<file path="src/hw/rtl/erk4_pkg.sv">
// Types, constants and helper functions of the rate model block
`timescale 1ns / 1ps
package erk4_pkg;

  localparam int SW = 32;
  localparam int CW = 16;
  localparam int CF = CW - 4;
  localparam int SF = SW - 8;
  localparam int RF = 16;
  localparam int NV = 3;
  localparam int MA = 24;
  localparam int MB = 36;
  localparam int PW = MA + MB;
  localparam int MW = 40;
  localparam int KW = 34;
  localparam int AW = 36;
  localparam int SIXTH_Q24 = 2796203;
  localparam int SIXTH_FRAC = 24;
  localparam int STAGE_OPS = 14;
  localparam int FINAL_OPS = 9;
  localparam int NUM_REGS = 8;

  localparam logic signed [63:0] SAT_HI = (64'sd1 <<< (SW - 1)) - 64'sd1;
  localparam logic signed [63:0] SAT_LO = -SAT_HI - 64'sd1;

  typedef enum logic [2:0] {
    REG_COUPLING = 3'd0,
    REG_THRESH   = 3'd1,
    REG_GAINS    = 3'd2,
    REG_RATES    = 3'd3,
    REG_DECAY    = 3'd4,
    REG_SCALE    = 3'd5,
    REG_DECIM    = 3'd6,
    REG_INIT     = 3'd7
  } reg_e;

  typedef enum logic [4:0] {
    OP_NONE, OP_LOAD, OP_INIT,
    OP_MJEE, OP_MJEI, OP_MJIE, OP_MJII, OP_MGA,
    OP_SUM, OP_THR, OP_MSE, OP_MSI, OP_TRF,
    OP_MRE, OP_MRI, OP_MRA, OP_STG,
    OP_MFE, OP_MFI, OP_MFA, OP_UPD,
    OP_MDE, OP_MDI, OP_MNE, OP_MNI, OP_NSE
  } op_e;

  typedef struct packed {
    logic [63:0] coupling;
    logic [63:0] thresh;
    logic [47:0] gains;
    logic [47:0] rates;
    logic [15:0] decay;
    logic [15:0] scale;
    logic [15:0] decim;
    logic [47:0] init;
  } cfg_t;

  typedef struct packed {
    op_e        op;
    logic [1:0] stage;
    logic       capture;
    logic       load_out;
  } cmd_t;

  typedef struct packed {
    logic emit;
  } status_t;

  function automatic logic signed [SW-1:0] sat(input logic signed [63:0] x);
    if (x > SAT_HI) return SW'(SAT_HI);
    if (x < SAT_LO) return SW'(SAT_LO);
    return SW'(x);
  endfunction

  function automatic logic signed [SW-1:0] coef_to_state(input logic [CW-1:0] c);
    return {{(SW - CW - (SF - CF)){c[CW-1]}}, c, {(SF - CF){1'b0}}};
  endfunction

  function automatic op_e stage_op(input logic [3:0] idx);
    op_e op;
    case (idx)
      4'd0:    op = OP_MJEE;
      4'd1:    op = OP_MJEI;
      4'd2:    op = OP_MJIE;
      4'd3:    op = OP_MJII;
      4'd4:    op = OP_MGA;
      4'd5:    op = OP_SUM;
      4'd6:    op = OP_THR;
      4'd7:    op = OP_MSE;
      4'd8:    op = OP_MSI;
      4'd9:    op = OP_TRF;
      4'd10:   op = OP_MRE;
      4'd11:   op = OP_MRI;
      4'd12:   op = OP_MRA;
      4'd13:   op = OP_STG;
      default: op = OP_NONE;
    endcase
    return op;
  endfunction

  function automatic op_e final_op(input logic [3:0] idx);
    op_e op;
    case (idx)
      4'd0:    op = OP_MFE;
      4'd1:    op = OP_MFI;
      4'd2:    op = OP_MFA;
      4'd3:    op = OP_UPD;
      4'd4:    op = OP_MDE;
      4'd5:    op = OP_MDI;
      4'd6:    op = OP_MNE;
      4'd7:    op = OP_MNI;
      4'd8:    op = OP_NSE;
      default: op = OP_NONE;
    endcase
    return op;
  endfunction

endpackage

</file>
<file path="src/hw/rtl/erk4_ctrl.sv">
// Controller of the rate model block: step sequencer and output handshake
`timescale 1ns / 1ps
module erk4_ctrl (
  input  logic                clk_i,
  input  logic                rst_ni,
  input  logic                in_valid_i,
  output logic                in_ready_o,
  input  logic                restart_i,
  output logic                out_valid_o,
  input  logic                out_ready_i,
  output erk4_pkg::cmd_t      cmd_o,
  input  erk4_pkg::status_t   status_i
);

  typedef enum logic [5:0] {
    ST_IDLE  = 6'b000001,
    ST_LOAD  = 6'b000010,
    ST_INIT  = 6'b000100,
    ST_STAGE = 6'b001000,
    ST_FINAL = 6'b010000,
    ST_DONE  = 6'b100000
  } state_e;

  state_e     state_q, state_d;
  logic [3:0] idx_q, idx_d;
  logic [1:0] stg_q, stg_d;
  logic       out_valid_q, out_valid_d;
  logic       load_out;

  assign in_ready_o  = (state_q == ST_IDLE);
  assign out_valid_o = out_valid_q;

  always_comb begin
    state_d       = state_q;
    idx_d         = idx_q;
    stg_d         = stg_q;
    load_out      = 1'b0;
    cmd_o.op      = erk4_pkg::OP_NONE;
    cmd_o.stage   = stg_q;
    cmd_o.capture = in_valid_i && in_ready_o;
    case (state_q)
      ST_IDLE: begin
        if (in_valid_i) begin
          state_d = restart_i ? ST_LOAD : ST_INIT;
        end
      end
      ST_LOAD: begin
        cmd_o.op = erk4_pkg::OP_LOAD;
        state_d  = ST_DONE;
      end
      ST_INIT: begin
        cmd_o.op = erk4_pkg::OP_INIT;
        idx_d    = '0;
        stg_d    = '0;
        state_d  = ST_STAGE;
      end
      ST_STAGE: begin
        cmd_o.op = erk4_pkg::stage_op(idx_q);
        if (idx_q == 4'(erk4_pkg::STAGE_OPS - 1)) begin
          idx_d = '0;
          if (stg_q == 2'd3) begin
            state_d = ST_FINAL;
          end else begin
            stg_d = stg_q + 2'd1;
          end
        end else begin
          idx_d = idx_q + 4'd1;
        end
      end
      ST_FINAL: begin
        cmd_o.op = erk4_pkg::final_op(idx_q);
        if (idx_q == 4'(erk4_pkg::FINAL_OPS - 1)) begin
          idx_d   = '0;
          state_d = ST_DONE;
        end else begin
          idx_d = idx_q + 4'd1;
        end
      end
      ST_DONE: begin
        if (!status_i.emit) begin
          state_d = ST_IDLE;
        end else if (!out_valid_q || out_ready_i) begin
          load_out = 1'b1;
          state_d  = ST_IDLE;
        end
      end
      default: state_d = ST_IDLE;
    endcase
    cmd_o.load_out = load_out;
  end

  always_comb begin
    if (load_out) begin
      out_valid_d = 1'b1;
    end else if (out_ready_i) begin
      out_valid_d = 1'b0;
    end else begin
      out_valid_d = out_valid_q;
    end
  end

  always_ff @(posedge clk_i or negedge rst_ni) begin
    if (!rst_ni) begin
      state_q     <= ST_IDLE;
      idx_q       <= '0;
      stg_q       <= '0;
      out_valid_q <= 1'b0;
    end else begin
      state_q     <= state_d;
      idx_q       <= idx_d;
      stg_q       <= stg_d;
      out_valid_q <= out_valid_d;
    end
  end

endmodule

</file>
<file path="config.mk">
export PLATFORM = sky130hd
export DESIGN_NAME = erk4_ctrl
export DESIGN_NICKNAME = d
export VERILOG_FILES = /design/src/hw/rtl/erk4_pkg.sv /design/src/hw/rtl/erk4_ctrl.sv
export SDC_FILE = /design/constraint.sdc
export NUM_CORES = 1
export LEC_CHECK = 0
export BUFFER_PORTS_ARGS = -buffer_cell sky130_fd_sc_hd__buf_2
export CAP_MARGIN = 0
export CORE_UTILIZATION = 58
export DETAILED_ROUTE_END_ITERATION = 16
export PLACE_DENSITY = 0.8
export REMOVE_ABC_BUFFERS = 1
export SETUP_SLACK_MARGIN = 0.02
export SLEW_MARGIN = 20
export SYNTH_ARGS = -nofsm -noshare
export SYNTH_HDL_FRONTEND = slang
export SYNTH_SLANG_ARGS = --single-unit
</file>
<file path="constraint.sdc">
create_clock -name clk_i -period 2.65 [get_ports clk_i]
set_clock_uncertainty 0.05 [all_clocks]
set_input_delay 0.265 -clock clk_i [delete_from_list [all_inputs] [get_ports clk_i]]
set_output_delay 0.265 -clock clk_i [all_outputs]
set_load 0.02 [all_outputs]
</file>
* After elaboration in Yosys (flattened, before gate mapping)
Memory sizes are Yosys's and may differ from the RTL's.
Cells that the tools add are included.
** Cells by class
- Add/subtract/negate cells :: 2
- Multiply operators :: 0
- Divide/modulo/power cells :: 0
- $lt $le $gt $ge :: 0
- Equality and inequality tests :: 15
- Shifts and indexed selects :: 0
- Muxes and demuxes :: 20
- Bitwise operators :: 0
- Reduce and logical (&&, ||, !) cells :: 8
** Operators with widths (count)
- 2-to-1 mux 6 bit :: 6
- one-hot mux 6 bit (6 select lines) :: 1
- one-hot mux 5 bit (4 select lines) :: 1
- one-hot mux 4 bit (3 select lines) :: 1
- != test 2 bit, second input constant :: 5
- equality test 4 bit, second input constant :: 2
- 2-to-1 mux 4 bit :: 2
- equality test 6 x 1 -> 1 bit, second input constant :: 1
- equality test 6 x 2 -> 1 bit, second input constant :: 1
- equality test 6 x 3 -> 1 bit, second input constant :: 1
- equality test 6 x 4 -> 1 bit, second input constant :: 1
- equality test 6 x 5 -> 1 bit, second input constant :: 1
- equality test 6 bit, second input constant :: 1
- 2-to-1 mux 1 bit :: 5
- AND reduction 5 bit :: 1
- adder 4 x 1 -> 4 bit, second input constant :: 1
- 2-to-1 mux 2 bit :: 2
- one-hot mux 2 bit (2 select lines) :: 1
- nonzero test 2 bit :: 2
- 2-to-1 mux 3 bit :: 1
- != test 3 bit, second input constant :: 1
- AND reduction 3 bit :: 1
- nonzero test 3 bit :: 1
- adder 2 x 1 -> 2 bit, second input constant :: 1
- other kinds (4) :: 4
** Word-level totals
- Bits in registers :: 13
- Bits in latches :: 0
- Bits in writable memories :: 0
- Memory bits (read-only) :: 160
- Output and inout port bits :: 11
- Word-level logic and storage cells :: 51
- Memories :: 2
** Memories
- (no name shown) :: depth 16, width 5, rd ports 1, clocked after Yosys merged registers in 0, write ports 0, line erk4_pkg.sv:80 : case (idx)
- (no name shown) :: depth 16, width 5, rd ports 1, clocked after Yosys merged registers in 0, write ports 0, line erk4_pkg.sv:102 : case (idx)

* Depth between registers and ports, before layout
- Depth after elaboration :: 6
- Depth in mapped cells :: 6
- Gate-level depth less buffers :: 6

* Worst setup path after synthesis
No wires, ideal clock.
- Kind :: reg-to-output
- Start point :: register state_q[1]
- End point :: output cmd_o[6] (netlist name)
- Arrival time :: 1.715 ns
- Required time :: 2.335 ns
- Path slack :: 0.620 ns
- Stages on the path, launching flop included :: 5
- Path buffers :: 0
- Cell sequence :: dfrtp_1 -> or4_4 -> nor3b_4 -> nand2b_2 -> o22ai_1
** RTL lines
- start, declared :: line erk4_ctrl.sv:24 : state_e state_q, state_d;
- start signal, assigned :: line erk4_ctrl.sv:109 : state_q <= state_d;
- end, declared :: line erk4_ctrl.sv:11 : output erk4_pkg::cmd_t cmd_o,

==> PnR_summary.wiki <==
{| class="wikitable"
! Metric !! Value
|-
| Unrepaired setup endpoints after global routing || false
|-
| Area of the core region || around 1500 µm²
|-
| Final hold violation count || 0
|-
| Setup slack on the worst flop-to-flop path || between 0.7 and 0.8 ns
|-
| Origin of the worst setup path || state_q[1]
|-
| Final Max Tran Viols || 0
|-
| DIE AREA || around 1800 µm²
|-
| CTS tree || built
|-
| Sum of negative setup slack || 0 ns
|-
| Endpoints failing setup || 0
|-
| Via count of the first global-routing pass || around 740
|-
| Die height || 42.1 µm
|-
| Starting density of the core || 62.0%
|-
| EDFF count, synth || 0
|-
| Number of vias after detailed routing || 830
|-
| Share of the synthesized area in compound gates (AO/OA/AOI/OAI) || 21.2%
|-
| Post-CTS repair timing setup buffer count || 0
|-
| Most common library cell in the layout ignoring fill and taps || sky130_fd_sc_hd__buf_2
|-
| Clock insertion delay at the later pin of the skew report || approximately 0.27 ns
|-
| # resized after CTS || 0
|-
| CP Cell Sequence || or4_4 > nor3b_4 > nand2b_2 > o22ai_1 > buf_2
|-
| Synthesized-area fraction occupied by adder cells || under 10%
|-
| Fraction of synthesized cell area in xor and xnor cells || less than 1%
|-
| Row count || 14
|-
| Origin of the critical flop-to-flop path || state_q[2]
|-
| Routability Congestion || ~0.93
|-
| Ratio of cells with drive above 1 in the final layout || about 25%
|-
| Multiplexer fraction of the synthesized cell area || between 3 and 4%
|-
| Total I/O pin count || 17
|-
| Worst hold path startpoint || restart_i
|-
| Average wire per cell in the routed design || around 13 µm
|-
| Dominant register cell in the synthesized netlist || sky130_fd_sc_hd__dfrtp_1
|-
| Peak per-stage delay on the critical path || roughly 0.57 ns
|-
| Gr usage total || 23.5%
|-
| Flip-flop and latch count after synthesis || 13
|-
| Highest ir drop seen on vdd || around 0.00051 V
|-
| Dpl cell area || 1010 µm²
|-
| Width of the die || 42.1 µm
|-
| Critical path endpoint category || output port
|-
| Post-synth top area cell || sky130_fd_sc_hd__dfrtp_1
|-
| Max-cap violations || 0
|-
| Critical setup path kind || register to output port
|-
| Slew margin rel. || slightly below 70%
|-
| Data required time at the worst endpoint || between 2 and 2.5 ns
|-
| Total number of clock tree sinks || 13
|-
| Endpoint of the worst register-to-register path || stg_q[1]
|-
| Period utilisation layout || 89.5%
|-
| Post-layout utilization of the core || 69.7%
|-
| Hold/Removal Path Class || primary input to register
|-
| Power density over the cells || around 670 nW/µm²
|-
| Pin count of the biggest net entering global routing || 14
|-
| DRT iter0 DRCs || 28
|-
| Area of the mapped netlist || around 930 µm²
|-
| Per-instance average area after synthesis || approximately 9 µm²
|-
| Max Buffers Root-to-Sink || 2
|-
| Share of flip-flops with an asynchronous set or reset || 100%
|-
| Area growth syn-to-layout || 12.5%
|-
| Antenna viol nets, final || 0
|-
| Sequential element share of the synthesized area || 35.0%
|-
| PortBufs || 16
|-
| Post-detailed-placement half-perimeter wirelength || approximately 1400 µm
|-
| Top fanout value on the critical path || 8
|-
| Syn Inst Count || just over 100
|-
| Commonest cells after routing, fill and taps aside || 16 x sky130_fd_sc_hd__buf_2, 12 x sky130_fd_sc_hd__dfrtp_1, 11 x sky130_fd_sc_hd__inv_1
|-
| Basic-gate share of the synthesized area counting and, or, nand and nor cells || 23.6%
|-
| Final Cell Area || 1050 µm²
|-
| Run status || finished clean
|-
| Path depth of the worst reg2reg path || 4
|-
| Clock tree root buffer cell || sky130_fd_sc_hd__clkbuf_4
|-
| Crit path arrival time || around 2 ns
|-
| Clock transition time at the flip-flop clock pins of the worst setup and hold paths || 0.08 ns
|-
| Most area-consuming cells after synthesis || sky130_fd_sc_hd__dfrtp_1 32%, sky130_fd_sc_hd__ha_1 9.4%, sky130_fd_sc_hd__o21ai_0 4.8%
|-
| Global-route wire length before repair || ~3200 µm
|-
| Final WL || approximately 1800 µm
|-
| Dominant combinational cell family by area after synthesis || simple AND/OR/NAND/NOR gates
|-
| Termination of the worst setup path || cmd_o[6]
|-
| Total CTS buffers || 3
|-
| Leakage Power || a little over 0.5 nW
|-
| Total number of H-tree levels || 1
|-
| Yosys synthesis warning count || 0
|-
| Worst-margin pin slew || 0.480 ns
|-
| Final Critical Period || 2.37 ns
|-
| Type of origin of the critical path || register
|-
| ANT cells || 0
|-
| Initial DRT Pass Iterations || 4
|-
| Number of antenna violations at the first check in global routing || 0
|-
| Count of cell types in the netlist || 42
|-
| Via-per-instance ratio || approximately 6.1
|-
| Timing-limited maximum frequency || around 0.42 GHz
|-
| DRC || 0
|-
| Area share of the largest cell type after synthesis || 32.2%
|-
| Final nets || between 100 and 150
|-
| Overflow left after global routing || 0
|-
| Critical Path Slowest Stage Cell || sky130_fd_sc_hd__or4_4
|}
## where the power goes
group / switching [mW] / leakage (nW) / internal, mW
Clock: 0.0594 / 0.0150 / 0.0584
Combinational: 0.168 / 0.329 / 0.132
Sequential: 0.0561 / 0.176 / 0.234
Total: 0.284 / 0.520 / 0.424
## cell usage after synthesis, drive strengths merged (2+ instances only)
cell type,count
a22o,3
nor3b,2
inv,11
o21ai,10
a21oi,5
nor3,3
and3,2
nor2,6
nor2b,2
a21o,3
clkbuf,2
mux2i,2
nand2,5
o211ai,2
buf,2
dfrtp,12
ha,7
nand3b,4
nand3,3
## cell type report
type | instances | area [µm²]
clock buffer | 4 | 26.3
tap | 16 | 20.0
timing repair buffer | 17 | 90.1
fill | 130 | 457
sequential | 13 | 327
inverter | 11 | 41.3
multi-input combinational | 75 | 546
## how the worst min path moves through the flow
| stage | end | slack [ns] | cells after the start |
|---|---|---|---|
| floorplan | idx_q[0] | -0.08 | 0 |
| global placement | state_q[4] | 0.12 | 1 |
| detailed placement | idx_q[2] | 0.12 | 1 |
| CTS | state_q[2] | 0.09 | 2 |
| global route | state_q[2] | 0.1 | 2 |
| finish | state_q[2] | 0.09 | 2 |
## routing by layer
layer	up-vias	wire length (µm)	global-route usage, %
li1	407	-	-
met1	396	868	32.4
met2	22	835	36.9
met3	5	80	3.88
met4	0	31	10.0
met5	-	0	0
## cell families after synthesis
kind of cell / after synthesis
AOI/OAI and AO/OA: 29
xor gates and xnor gates: 1
adders and majority gates: 7
buffers and inverters: 15
DFF: 13
muxes: 3
and+or+nand+nor: 35
## critical path: cells and delay by family (launching register included)
kind,cells,cell delay (ns)
simple gates,3,1.02
buf+inv,1,0.18
flops,1,0.46
compound gates,1,0.12
## repair_timing
item / 4_1_cts / 5_1_grt
hold buffers: 1 / 0
endpoints found under the hold margin: 12 / 0
setup endpoints to repair: 0 / 0
## registers in the layout, indices dropped and copies added, names as in the netlist
name and flops:
stg_q 2, state_q 6, idx_q 4, out_valid_o 1
## metrics by stage
step	total power [mW]	hold WS, ns	worst slack, ns	std cells
after floorplan	0.507	-0.0806	0.620	99
after global placement	0.579	0.116	0.632	131
after detailed placement	0.589	0.119	0.572	131
after CTS	0.711	0.0897	0.271	136
after global routing	0.753	0.0952	0.189	136
final	0.708	0.0910	0.279	136
Note: power is estimated with default switching activity, not from simulation.
