## src/hw/rtl/erk4_pkg.sv

```systemverilog
// Types, constants and helper functions of the rate model block
`timescale 1ns / 1ps
package erk4_pkg;

  localparam int SW = 32;
  localparam int CW = 16;
  localparam int CF = CW - 4;
  localparam int SF = SW - 8;
  localparam int RF = 16;
  localparam int NV = 3;
  localparam int MA = 24;
  localparam int MB = 36;
  localparam int PW = MA + MB;
  localparam int MW = 40;
  localparam int KW = 34;
  localparam int AW = 36;
  localparam int SIXTH_Q24 = 2796203;
  localparam int SIXTH_FRAC = 24;
  localparam int STAGE_OPS = 14;
  localparam int FINAL_OPS = 9;
  localparam int NUM_REGS = 8;

  localparam logic signed [63:0] SAT_HI = (64'sd1 <<< (SW - 1)) - 64'sd1;
  localparam logic signed [63:0] SAT_LO = -SAT_HI - 64'sd1;

  typedef enum logic [2:0] {
    REG_COUPLING = 3'd0,
    REG_THRESH   = 3'd1,
    REG_GAINS    = 3'd2,
    REG_RATES    = 3'd3,
    REG_DECAY    = 3'd4,
    REG_SCALE    = 3'd5,
    REG_DECIM    = 3'd6,
    REG_INIT     = 3'd7
  } reg_e;

  typedef enum logic [4:0] {
    OP_NONE, OP_LOAD, OP_INIT,
    OP_MJEE, OP_MJEI, OP_MJIE, OP_MJII, OP_MGA,
    OP_SUM, OP_THR, OP_MSE, OP_MSI, OP_TRF,
    OP_MRE, OP_MRI, OP_MRA, OP_STG,
    OP_MFE, OP_MFI, OP_MFA, OP_UPD,
    OP_MDE, OP_MDI, OP_MNE, OP_MNI, OP_NSE
  } op_e;

  typedef struct packed {
    logic [63:0] coupling;
    logic [63:0] thresh;
    logic [47:0] gains;
    logic [47:0] rates;
    logic [15:0] decay;
    logic [15:0] scale;
    logic [15:0] decim;
    logic [47:0] init;
  } cfg_t;

  typedef struct packed {
    op_e        op;
    logic [1:0] stage;
    logic       capture;
    logic       load_out;
  } cmd_t;

  typedef struct packed {
    logic emit;
  } status_t;

  function automatic logic signed [SW-1:0] sat(input logic signed [63:0] x);
    if (x > SAT_HI) return SW'(SAT_HI);
    if (x < SAT_LO) return SW'(SAT_LO);
    return SW'(x);
  endfunction

  function automatic logic signed [SW-1:0] coef_to_state(input logic [CW-1:0] c);
    return {{(SW - CW - (SF - CF)){c[CW-1]}}, c, {(SF - CF){1'b0}}};
  endfunction

  function automatic op_e stage_op(input logic [3:0] idx);
    op_e op;
    case (idx)
      4'd0:    op = OP_MJEE;
      4'd1:    op = OP_MJEI;
      4'd2:    op = OP_MJIE;
      4'd3:    op = OP_MJII;
      4'd4:    op = OP_MGA;
      4'd5:    op = OP_SUM;
      4'd6:    op = OP_THR;
      4'd7:    op = OP_MSE;
      4'd8:    op = OP_MSI;
      4'd9:    op = OP_TRF;
      4'd10:   op = OP_MRE;
      4'd11:   op = OP_MRI;
      4'd12:   op = OP_MRA;
      4'd13:   op = OP_STG;
      default: op = OP_NONE;
    endcase
    return op;
  endfunction

  function automatic op_e final_op(input logic [3:0] idx);
    op_e op;
    case (idx)
      4'd0:    op = OP_MFE;
      4'd1:    op = OP_MFI;
      4'd2:    op = OP_MFA;
      4'd3:    op = OP_UPD;
      4'd4:    op = OP_MDE;
      4'd5:    op = OP_MDI;
      4'd6:    op = OP_MNE;
      4'd7:    op = OP_MNI;
      4'd8:    op = OP_NSE;
      default: op = OP_NONE;
    endcase
    return op;
  endfunction

endpackage

```

## src/hw/rtl/erk4_regs.sv

```systemverilog
// Configuration register file of the rate model block
`timescale 1ns / 1ps
module erk4_regs (
  input  logic                 clk_i,
  input  logic                 rst_ni,
  input  logic                 cfg_valid_i,
  output logic                 cfg_ready_o,
  input  logic [2:0]           cfg_index_i,
  input  logic [63:0]          cfg_data_i,
  output erk4_pkg::cfg_t       cfg_o
);

  erk4_pkg::cfg_t cfg_q;

  assign cfg_ready_o = 1'b1;
  assign cfg_o       = cfg_q;

  always_ff @(posedge clk_i or negedge rst_ni) begin
    if (!rst_ni) begin
      cfg_q <= '{decim: 16'd1, default: '0};
    end else if (cfg_valid_i) begin
      case (erk4_pkg::reg_e'(cfg_index_i))
        erk4_pkg::REG_COUPLING: cfg_q.coupling <= cfg_data_i;
        erk4_pkg::REG_THRESH:   cfg_q.thresh   <= cfg_data_i;
        erk4_pkg::REG_GAINS:    cfg_q.gains    <= cfg_data_i[47:0];
        erk4_pkg::REG_RATES:    cfg_q.rates    <= cfg_data_i[47:0];
        erk4_pkg::REG_DECAY:    cfg_q.decay    <= cfg_data_i[15:0];
        erk4_pkg::REG_SCALE:    cfg_q.scale    <= cfg_data_i[15:0];
        erk4_pkg::REG_DECIM:    cfg_q.decim    <= cfg_data_i[15:0];
        erk4_pkg::REG_INIT:     cfg_q.init     <= cfg_data_i[47:0];
        default: ;
      endcase
    end
  end

endmodule

```

## config.mk

```make
export PLATFORM = sky130hd
export DESIGN_NAME = erk4_regs
export DESIGN_NICKNAME = d
export VERILOG_FILES = /design/src/hw/rtl/erk4_pkg.sv /design/src/hw/rtl/erk4_regs.sv
export SDC_FILE = /design/constraint.sdc
export NUM_CORES = 1
export LEC_CHECK = 0
export ABC_AREA = 1
export BUFFER_PORTS_ARGS = -buffer_cell sky130_fd_sc_hd__buf_4
export CAP_MARGIN = 20
export CORE_ASPECT_RATIO = 2
export CORE_UTILIZATION = 46
export DETAILED_ROUTE_END_ITERATION = 6
export PLACE_DENSITY = 0.75
export SYNTH_ARGS = -nofsm -noshare
export SYNTH_HDL_FRONTEND = slang
export SYNTH_SLANG_ARGS = --single-unit
```

## constraint.sdc

```tcl
create_clock -name clk_i -period 0.8 [get_ports clk_i]
set_clock_uncertainty 0.05 [all_clocks]
set_input_delay 0.08 -clock clk_i [delete_from_list [all_inputs] [get_ports clk_i]]
set_output_delay 0.08 -clock clk_i [all_outputs]
set_load 0.01 [all_outputs]
```

* Word level (Yosys, flattened, before mapping) *
Index checks and enable logic that the tools add are counted.

storage, ports and cells
  memories = 0
  word-level logic and storage cells = 24
  input port bits = 70
  memory bits (writable) = 0
  register bits = 320
  output and inout bits = 321
  bits in read-only memories = 0
  bits in latches = 0

cells by class
  multiply operators = 0
  reductions and logical operators = 9
  shift operators = 0
  add/sub/neg operators = 0
  equality and inequality tests = 7
  bitwise gates (word level) = 0
  magnitude comparators = 0
  multiplexer cells = 0
  divide/modulo/power cells = 0

operator list
  operator                                             count
  AND reduction 2 bit                                  8
  equality test 3 bit, second input constant           4
  equality test 3 x 2 -> 1 bit, second input constant  2
  equality test 3 x 1 -> 1 bit, second input constant  1
  zero test 3 bit                                      1

* Longest topological paths before layout *
Gate-level depths: netlist (run 1).

  word-level depth = 2
  gate-level depth with buffers = 7
  depth with buffers taken out = 5

* Worst setup path before layout (run 1) *
OpenSTA, ideal clock, no wires.

  path kind = input -> register
  from = in cfg_valid_i
  to = reg cfg_q (netlist bit cfg_o[123])
  buffers on the path = 2
  setup slack = -0.251 ns
  stages on the path = 7
  arrival time = 0.885 ns
  library setup time = 0.116 ns
  required time = 0.634 ns
  path through = inv_1 nor2_2 nand2_1 buf_2 buf_1 nand2_1 nand2_1

on the way
  word-level cells in the longest chain between the ends = 1

ends and longest elaborated chain
  item                           RTL line         text
  start, declared                erk4_regs.sv:6   input logic cfg_valid_i,
  AND reduction 2 bit (no line)  --
  end, declared                  erk4_regs.sv:13  erk4_pkg::cfg_t cfg_q;

No other way between the ends.
A chain may end at the register's enable or synchronous reset.

* Worst setup path in the final report (run 1) *
  from = reg cfg_q (netlist bit cfg_o[48])
  to = out cfg_o[48] in the netlist's numbering

RTL lines
  item           RTL line         text
  end, declared  erk4_regs.sv:10  output erk4_pkg::cfg_t cfg_o

No word-level cell between the ends.

==> results by stage, run 1 <==
Layout:
- The net count of the finished layout is 2108.
- The number of non-filler instances in the completed layout is 2403.
- The number of inserted filler cells in the final layout is 1385.
- The flip-flop count of the largest register, all copies and words added is 320.
- Cells fill 80.6% of the core in the end.
- The fraction of final layout cells sized beyond drive strength 1 is 38.8%.
- Leaving out fill and tap cells, the most frequent cell in the layout is sky130_fd_sc_hd__nand2_1.
- In the layout the commonest cells are sky130_fd_sc_hd__nand2_1 (676), sky130_fd_sc_hd__buf_6 (416), sky130_fd_sc_hd__dfrtp_1 (317).
- The post-synthesis to final-layout area growth is 71.3%.

Die:
- In this run the count of I/O pins placed on the die edge is 391.
- The floorplan die area is 27700 sq um.
- The height of the chip is 234 um.
- The initial core utilization is 47.0%.
- The die extent in x is 118 um.
- The number of standard-cell rows in the floorplan is 84.
- The core region is 26400 sq um.

Timing:
- The highest achievable clock rate is 0.749 GHz.
- The final count of hold timing violations is 10.
- Dividing the final minimum period by the clock period gives 167%.
- For the finished layout, the period the worst path requires is 1340 ps.
- Setup repair after global routing could not meet its margin everywhere.
- The worst hold slack is -89.2 ps.
- The smallest setup slack after layout is -536 ps.
- The final count of negative-setup-slack endpoints is 410.
- After routing, the total negative slack on setup checks comes to -135430 ps.
- The count of pins over their slew limit came to 0.

Critical path:
- The worst register-to-register path has a setup slack of -130 ps.
- The startpoint kind of the worst setup timing path is a register.
- The critical register-to-register path startpoint is cfg_o[64].
- The largest stage delay on the critical path is 550 ps.
- STA puts the critical path data required time at 670 ps.
- The count of cell instances traversed by the critical path is 1.
- The number of buffer and inverter stages on the critical path is 1.
- The largest delay contributor family on the critical path is flip-flops.
- The critical path is of the reg -> out type.
- The worst register-to-register path has a depth of 4.
- Of all nets on the critical path, the largest fanout is 2.
- Walking the worst path, the cells encountered are buf_6.
- The endpoint identified for the worst register-to-register timing path is cfg_o[64].
- STA classifies the critical path endpoint as an output pin.
- The slowest stage of the critical path is the sky130_fd_sc_hd__dfstp_2 cell.
- The most critical setup path has its startpoint at cfg_o[48].
- At the worst endpoint, the arrival time is 1210 ps.

Drt:
- The number of vias per cell after detailed routing is 5.60.
- After detailed routing, the average wire length per cell comes to 22.6 um.
- The aggregate routed wire length is 54.4 mm.
- The number of nets with antenna violations after routing is 0.
- After detailed routing, the number of remaining DRC violations is 3.
- Detailed routing inserted a total of 13500 vias.
- The first-pass detailed-route iteration total is 7.
- The initial detailed-routing violation count is 1475.

Synth:
- Yosys mapped the design onto 14 distinct sky130hd cell types.
- The number of flip-flops and latches in the synthesized netlist is 320.
- Yosys printed 0 warnings.
- Summing every instance area after synthesis gives 12400 sq um.
- The cell count after synthesis is 1408.
- Sequential elements use 64.5% of the synthesized area.
- Synthesis produced a netlist with a net count of 1478.
- In this run the mean area of a mapped cell was 8.82 sq um.

Clock tree:
- The latest clock arrival within the worst-skew pair is 540 ps.
- After clock tree synthesis, the clock-pin slew on the worst setup and hold paths is 70 ps.
- The CTS H-tree depth is 1.
- The clock passes through at most 3 buffers.
- The hold-fix buffer count after cts is 67.
- The CTS tree is built.
- The tree built by TritonCTS fans out to 320 sinks.
- In this run, CTS created clock tree buffers numbering 27.
- In this run the clock root is driven by a sky130_fd_sc_hd__clkbuf_16.

Global route:
- Entering global routing, the biggest net connects 64 pins.
- The global-route total usage across every layer is 34.8%.
- The initial antenna violation count is 1.
- Summed over all layers, the global routing overflow is 0.
- The first-pass GRT wire length is 73.3 mm.
- The number of global-route vias before repair is 13100.

Pwr:
- Summed over all cells, the static leakage comes to 11.4 nW.
- The worst supply voltage drop on vdd is 0.00211 V.
- Dividing total power by cell area gives a power density of 2580 nW/um^2.
- The completed layout was analyzed and its total power is 54.8 mW.

Worst hold path:
- The path class of the tightest hold or removal check is in -> async.

Placed design:
- The number of placed instances, taps included, is 2113.
- The weighted congestion at the end of routability-driven global placement is 0.875.
- The HPWL reported at the end of detailed placement is 29.7 mm.
- Buffers placed on the I/O ports in this run total 389.

Status:
- The flow ran to the end, but the final reports show violations.
- The checks that failed: design-rule violations, negative hold slack, negative setup slack.

Job:
- Max-cap violations in this run came to 0.
==> synth_stat cells <==
| library cell | n | area (sq um) |
|---|---|---|
| sky130_fd_sc_hd__buf_4 | 1 | 7.51 |
| sky130_fd_sc_hd__nand3_1 | 192 | 961 |
| sky130_fd_sc_hd__inv_2 | 1 | 3.75 |
| sky130_fd_sc_hd__nor2_2 | 2 | 12.5 |
| sky130_fd_sc_hd__inv_1 | 5 | 18.8 |
| sky130_fd_sc_hd__clkbuf_1 | 40 | 150 |
| sky130_fd_sc_hd__dfrtp_1 | 319 | 7980 |
| sky130_fd_sc_hd__dfstp_2 | 1 | 26.3 |
| sky130_fd_sc_hd__nor2_1 | 6 | 22.5 |
| sky130_fd_sc_hd__nand2_1 | 781 | 2930 |
| sky130_fd_sc_hd__buf_1 | 3 | 11.3 |
| sky130_fd_sc_hd__conb_1 | 1 | 3.75 |
| sky130_fd_sc_hd__clkbuf_2 | 16 | 80.1 |
| sky130_fd_sc_hd__buf_2 | 40 | 200 |
==> routing by layer <==
layer	GRT usage [%]	up-vias	part of all wire (%)
li1	-	5617	-
met1	37.3	6449	32
met2	61.2	1072	51
met3	6.49	329	8.4
met4	25.4	0	8.4
met5	0	-	0
==> logic make-up (layout without fill, tap and decap cells) <==
family / after synthesis / after routing / share of synthesized area [%]
other: 1 / 2 / 0.0302
and+or+nand+nor: 981 / 981 / 31.6
DFF: 320 / 320 / 64.5
buffers and inverters: 106 / 756 / 3.80
==> layout make-up <==
| cell class | count | area [sq um] | share of cell area (%) |
|---|---|---|---|
| tap | 344 | 430 | 2.02 |
| antenna | 1 | 2.50 | 0.0118 |
| multi-input combinational | 982 | 4290 | 20.2 |
| timing repair buffer | 701 | 7530 | 35.4 |
| sequential | 320 | 8010 | 37.7 |
| inverter | 6 | 30.0 | 0.141 |
| clock buffer | 33 | 718 | 3.38 |
| clock inverter | 16 | 245 | 1.15 |
==> worst max path at each step <==
stage	endpoint	slack, ps
floorplan	cfg_o[263]	-100
global placement	cfg_o[175]	-360
detailed placement	cfg_o[179]	-410
CTS	cfg_o[48]	-530
global route	cfg_o[48]	-550
finish	cfg_o[48]	-540
==> metrics by stage <==
stage	worst slack (ps)	area [sq um]
after CTS	-530	20200
after detailed placement	-410	16500
after global placement	-355	16500
final	-536	21300
after global routing	-549	21300
after floorplan	-96.2	12600
==> repair_timing <==
| action | CTS | global route |
|---|---|---|
| gates resized for setup | 326 | 195 |
| buffers inserted | 110 | 97 |
| endpoints found under the setup margin | 320 | 426 |
| pin swaps | 4 | 58 |
| endpoints found under the hold margin | 640 | 9 |
==> power breakdown <==
part	leakage, nW	internal (mW)	switching (mW)	total (mW)
Clock	0.466	8.38	6.30	14.7
Combinational	6.87	10.2	7.88	18.1
Sequential	4.02	19.2	2.82	22.0
Power figures use the tool's default switching activity.
==> run 2: changes to the inputs <==
Settings changed: SKIP_LAST_GASP set to 1.
==> run 2 against run 1 <==
The run ends with negative hold slack, negative setup slack left. Worst setup slack improved by 7.2 ps. Wire length increased by 0.34%. Final cell count unchanged. Non-clock buffer count unchanged. Die area unchanged. Sequential power about the same. Clock-buffer cell count unchanged. Critical path depth unchanged. Core utilization decreased by 0.062 points. Critical path type unchanged. Largest power group unchanged.
==> results by stage, run 2 (synthesis gave the netlist of run 1 again) <==
Status:
- The run finished, with violations left.
- The final reports fail on negative hold slack, negative setup slack.

Critical path:
- The slowest stage of the critical path belongs to the cell sky130_fd_sc_hd__dfstp_2.
- The number of buffer and inverter stages on the critical path is 1 (unchanged).
- The setup slack of the worst register-to-register path is -140 ps (about the same).
- The count of cell instances traversed by the critical path is 1 (unchanged).
- The arrival time of data at the critical path endpoint is 1200 ps (about the same).
- The worst setup path startpoint is cfg_o[48].
- The largest fanout on the critical path came to 2 (unchanged).
- The signal on the critical path passes through buf_6.
- The critical path in this run is classified as reg -> out.
- The worst-case reg-to-reg path depth is 4 (unchanged).
- The largest stage delay on the critical path is 550 ps (about the same).
- The endpoint identified for the worst register-to-register timing path is cfg_o[64].
- The worst endpoint required time came to 670 ps (about the same).
- The worst setup path is launched from a register.
- The critical register-to-register path startpoint is cfg_o[64].
- The worst setup path is captured at an output pin.
- The most critical setup path has its endpoint at cfg_o[48].
- The kind of cell with the highest combined delay along the critical path is flip-flops.

Job:
- The number of max-cap violations is 0 (unchanged).

Global route:
- The global-route total usage across every layer came to 34.7% (-0.037 points).
- The number of global-route vias before repair was 13100 (-0.27%).
- The initial antenna violation count is 1 (unchanged).
- The first-pass GRT wire length is 73.2 mm (-0.18%).
- The largest net degree at the start of global routing was 64 (unchanged).
- The global-route congestion overflow total was 0 (unchanged).

Clock tree:
- The CTS H-tree depth is 1 (unchanged).
- The number of buffers inserted during clock tree synthesis is 27 (unchanged).
- In this run the clock root is driven by a sky130_fd_sc_hd__clkbuf_16.
- The CTS tree is built.
- The number of sinks on the clock net was 320 (unchanged).
- The hold-fix buffer count after cts is 67 (unchanged).
- The clock-pin slew on the worst setup and hold paths is 80 ps (about the same).
- The number of buffers between clock root and the deepest sink is 3 (unchanged).
- The latest clock arrival within the worst-skew pair is 540 ps (about the same).

Pwr:
- The power density over cell area is 2580 nW/um^2 (about the same).
- The internal power is 37.8 mW (about the same).
- The switching power is 17.0 mW (about the same).
- The switching power as a share of total power is 31.0% (about the same).
- The share of power burned in registers was 40.2% (about the same).
- The power share of the clock group was 26.8% (about the same).
- The worst supply voltage drop on vdd is 0.00210 V (-0.31%).
- The relative contribution of combinational cells to total power is 33.0% (about the same).
- The leakage power summed over all cells came to 11.4 nW (about the same).
- The total power of the final layout is 54.8 mW (about the same).

Drt:
- The first-pass detailed-route iteration total came to 6 (-1).
- The detailed-route via count was 13500 (+0.50%).
- The initial detailed-routing violation count is 1609 (+9.1%).
- The mean routed wirelength per cell is 22.7 um (+0.34%).
- The number of vias per cell after detailed routing is 5.63 (+0.50%).
- The number of nets with antenna violations after routing is 0 (unchanged).
- The aggregate routed wire length is 54.6 mm (+0.34%).
- The DRC violation count after routing is 0 (-3).

Layout:
- The flip-flop count of the largest register, all copies and words added came to 320 (unchanged).
- The final net count is 2108 (unchanged).
- The final core utilization is 80.5% (about the same).
- Leaving out fill and tap cells, the most frequent cells in the layout are sky130_fd_sc_hd__nand2_1 (681), sky130_fd_sc_hd__buf_6 (415), sky130_fd_sc_hd__dfrtp_1 (317).
- The number of inserted filler cells in the final layout is 1387 (+0.14%).
- The post-synthesis to final-layout area growth came to 71.2% (about the same).
- The leading cell type in the layout, fill and taps excluded is sky130_fd_sc_hd__nand2_1.
- The number of non-filler instances in the completed layout is 2403 (unchanged).
- The fraction of final layout cells sized beyond drive strength 1 is 38.6% (-0.24 points).

Placed design:
- The HPWL reported at the end of detailed placement is 29.7 mm (unchanged).
- The post-placement cell count is 2113 (unchanged).
- The count of input and output buffers is 389 (unchanged).
- The weighted congestion at the end of routability-driven global placement came to 0.875 (unchanged).

Worst hold path:
- In this run the worst hold path is classified as in -> async.

Die:
- The count of boundary I/O pins was 391 (unchanged).
- The core box area was 26400 sq um (unchanged).
- The die extent in x is 118 um (unchanged).
- The number of standard-cell rows in the floorplan is 84 (unchanged).
- The floorplan die area was 27700 sq um (unchanged).
- The height of the chip was 234 um (unchanged).
- The initial core utilization is 47.0% (unchanged).

Timing:
- The smallest setup slack after layout is -529 ps (+7.20 ps).
- The final count of negative-setup-slack endpoints came to 411 (+0.24%).
- The count of pins over their slew limit was 0 (unchanged).
- The final count of hold timing violations was 10 (unchanged).
- The highest achievable clock rate is 0.753 GHz (+0.54%).
- The summed negative setup slack over all endpoints is -135320 ps (+110 ps).
- Setup repair after global routing could not meet its margin everywhere.
- The shortest clock period the worst path allows after layout is 1330 ps (-7.20 ps).
- The final critical-path share of the clock period came to 166% (-0.90 points).
- The worst hold slack is -92.7 ps (-3.52 ps).
==> run 2: what timing repair did <==
| item | 4_1_cts | 5_1_grt |
|---|---|---|
| endpoints found under the setup margin | 320 | 426 |
| gates resized for setup | 320 | 195 |
| buffers inserted | 110 | 98 |
| pin swaps | 0 | 61 |
| endpoints found under the hold margin | 640 | 9 |
==> run 2: power by group through the flow <==
| stage | registers (mW) | clock network [mW] | logic (mW) |
|---|---|---|---|
| 2_1_floorplan | 22.5 | 0 | 2.90 |
| 3_3_place_gp | 21.2 | 0 | 11.4 |
| 3_5_place_dp | 21.3 | 0 | 11.7 |
| 4_1_cts | 21.6 | 14.6 | 15.4 |
| 5_1_grt | 22.2 | 15.4 | 19.1 |
| 6_report | 22.1 | 14.7 | 18.1 |
==> run 2: metrics by stage <==
stage,worst slack (ps),area [sq um]
6_report,-529,21200
5_1_grt,-543,21200
4_1_cts,-530,20200
3_5_place_dp,-410,16500
3_3_place_gp,-355,16500
2_1_floorplan,-96.2,12600
==> run 2: worst min-delay path by stage <==
stage | startpoint | to | cells past startpoint
after detailed placement | rst_ni | cfg_o[50] | 1
after global routing | rst_ni | cfg_o[103] | 2
after floorplan | rst_ni | cfg_o[0] | 0
after CTS | rst_ni | cfg_o[59] | 2
final | rst_ni | cfg_o[63] | 2
after global placement | rst_ni | cfg_o[63] | 1
==> run 2: final cells by class <==
cell class / count / area (sq um) / share of cell area, %
Antenna cell: 1 / 2.50 / 0.0118
Sequential cell: 320 / 8010 / 37.7
Clock buffer: 33 / 718 / 3.38
Tap cell: 344 / 430 / 2.03
Multi-Input combinational cell: 982 / 4280 / 20.1
Timing Repair Buffer: 701 / 7530 / 35.4
Inverter: 6 / 30.0 / 0.141
Clock inverter: 16 / 245 / 1.15
==> run 2: layer usage <==
layer  GRT usage [%]  part of all wire (%)
met5               0                     0
met2            61.2                    51
met1            37.2                    32
met3            6.42                   8.0
met4            25.4                   8.7
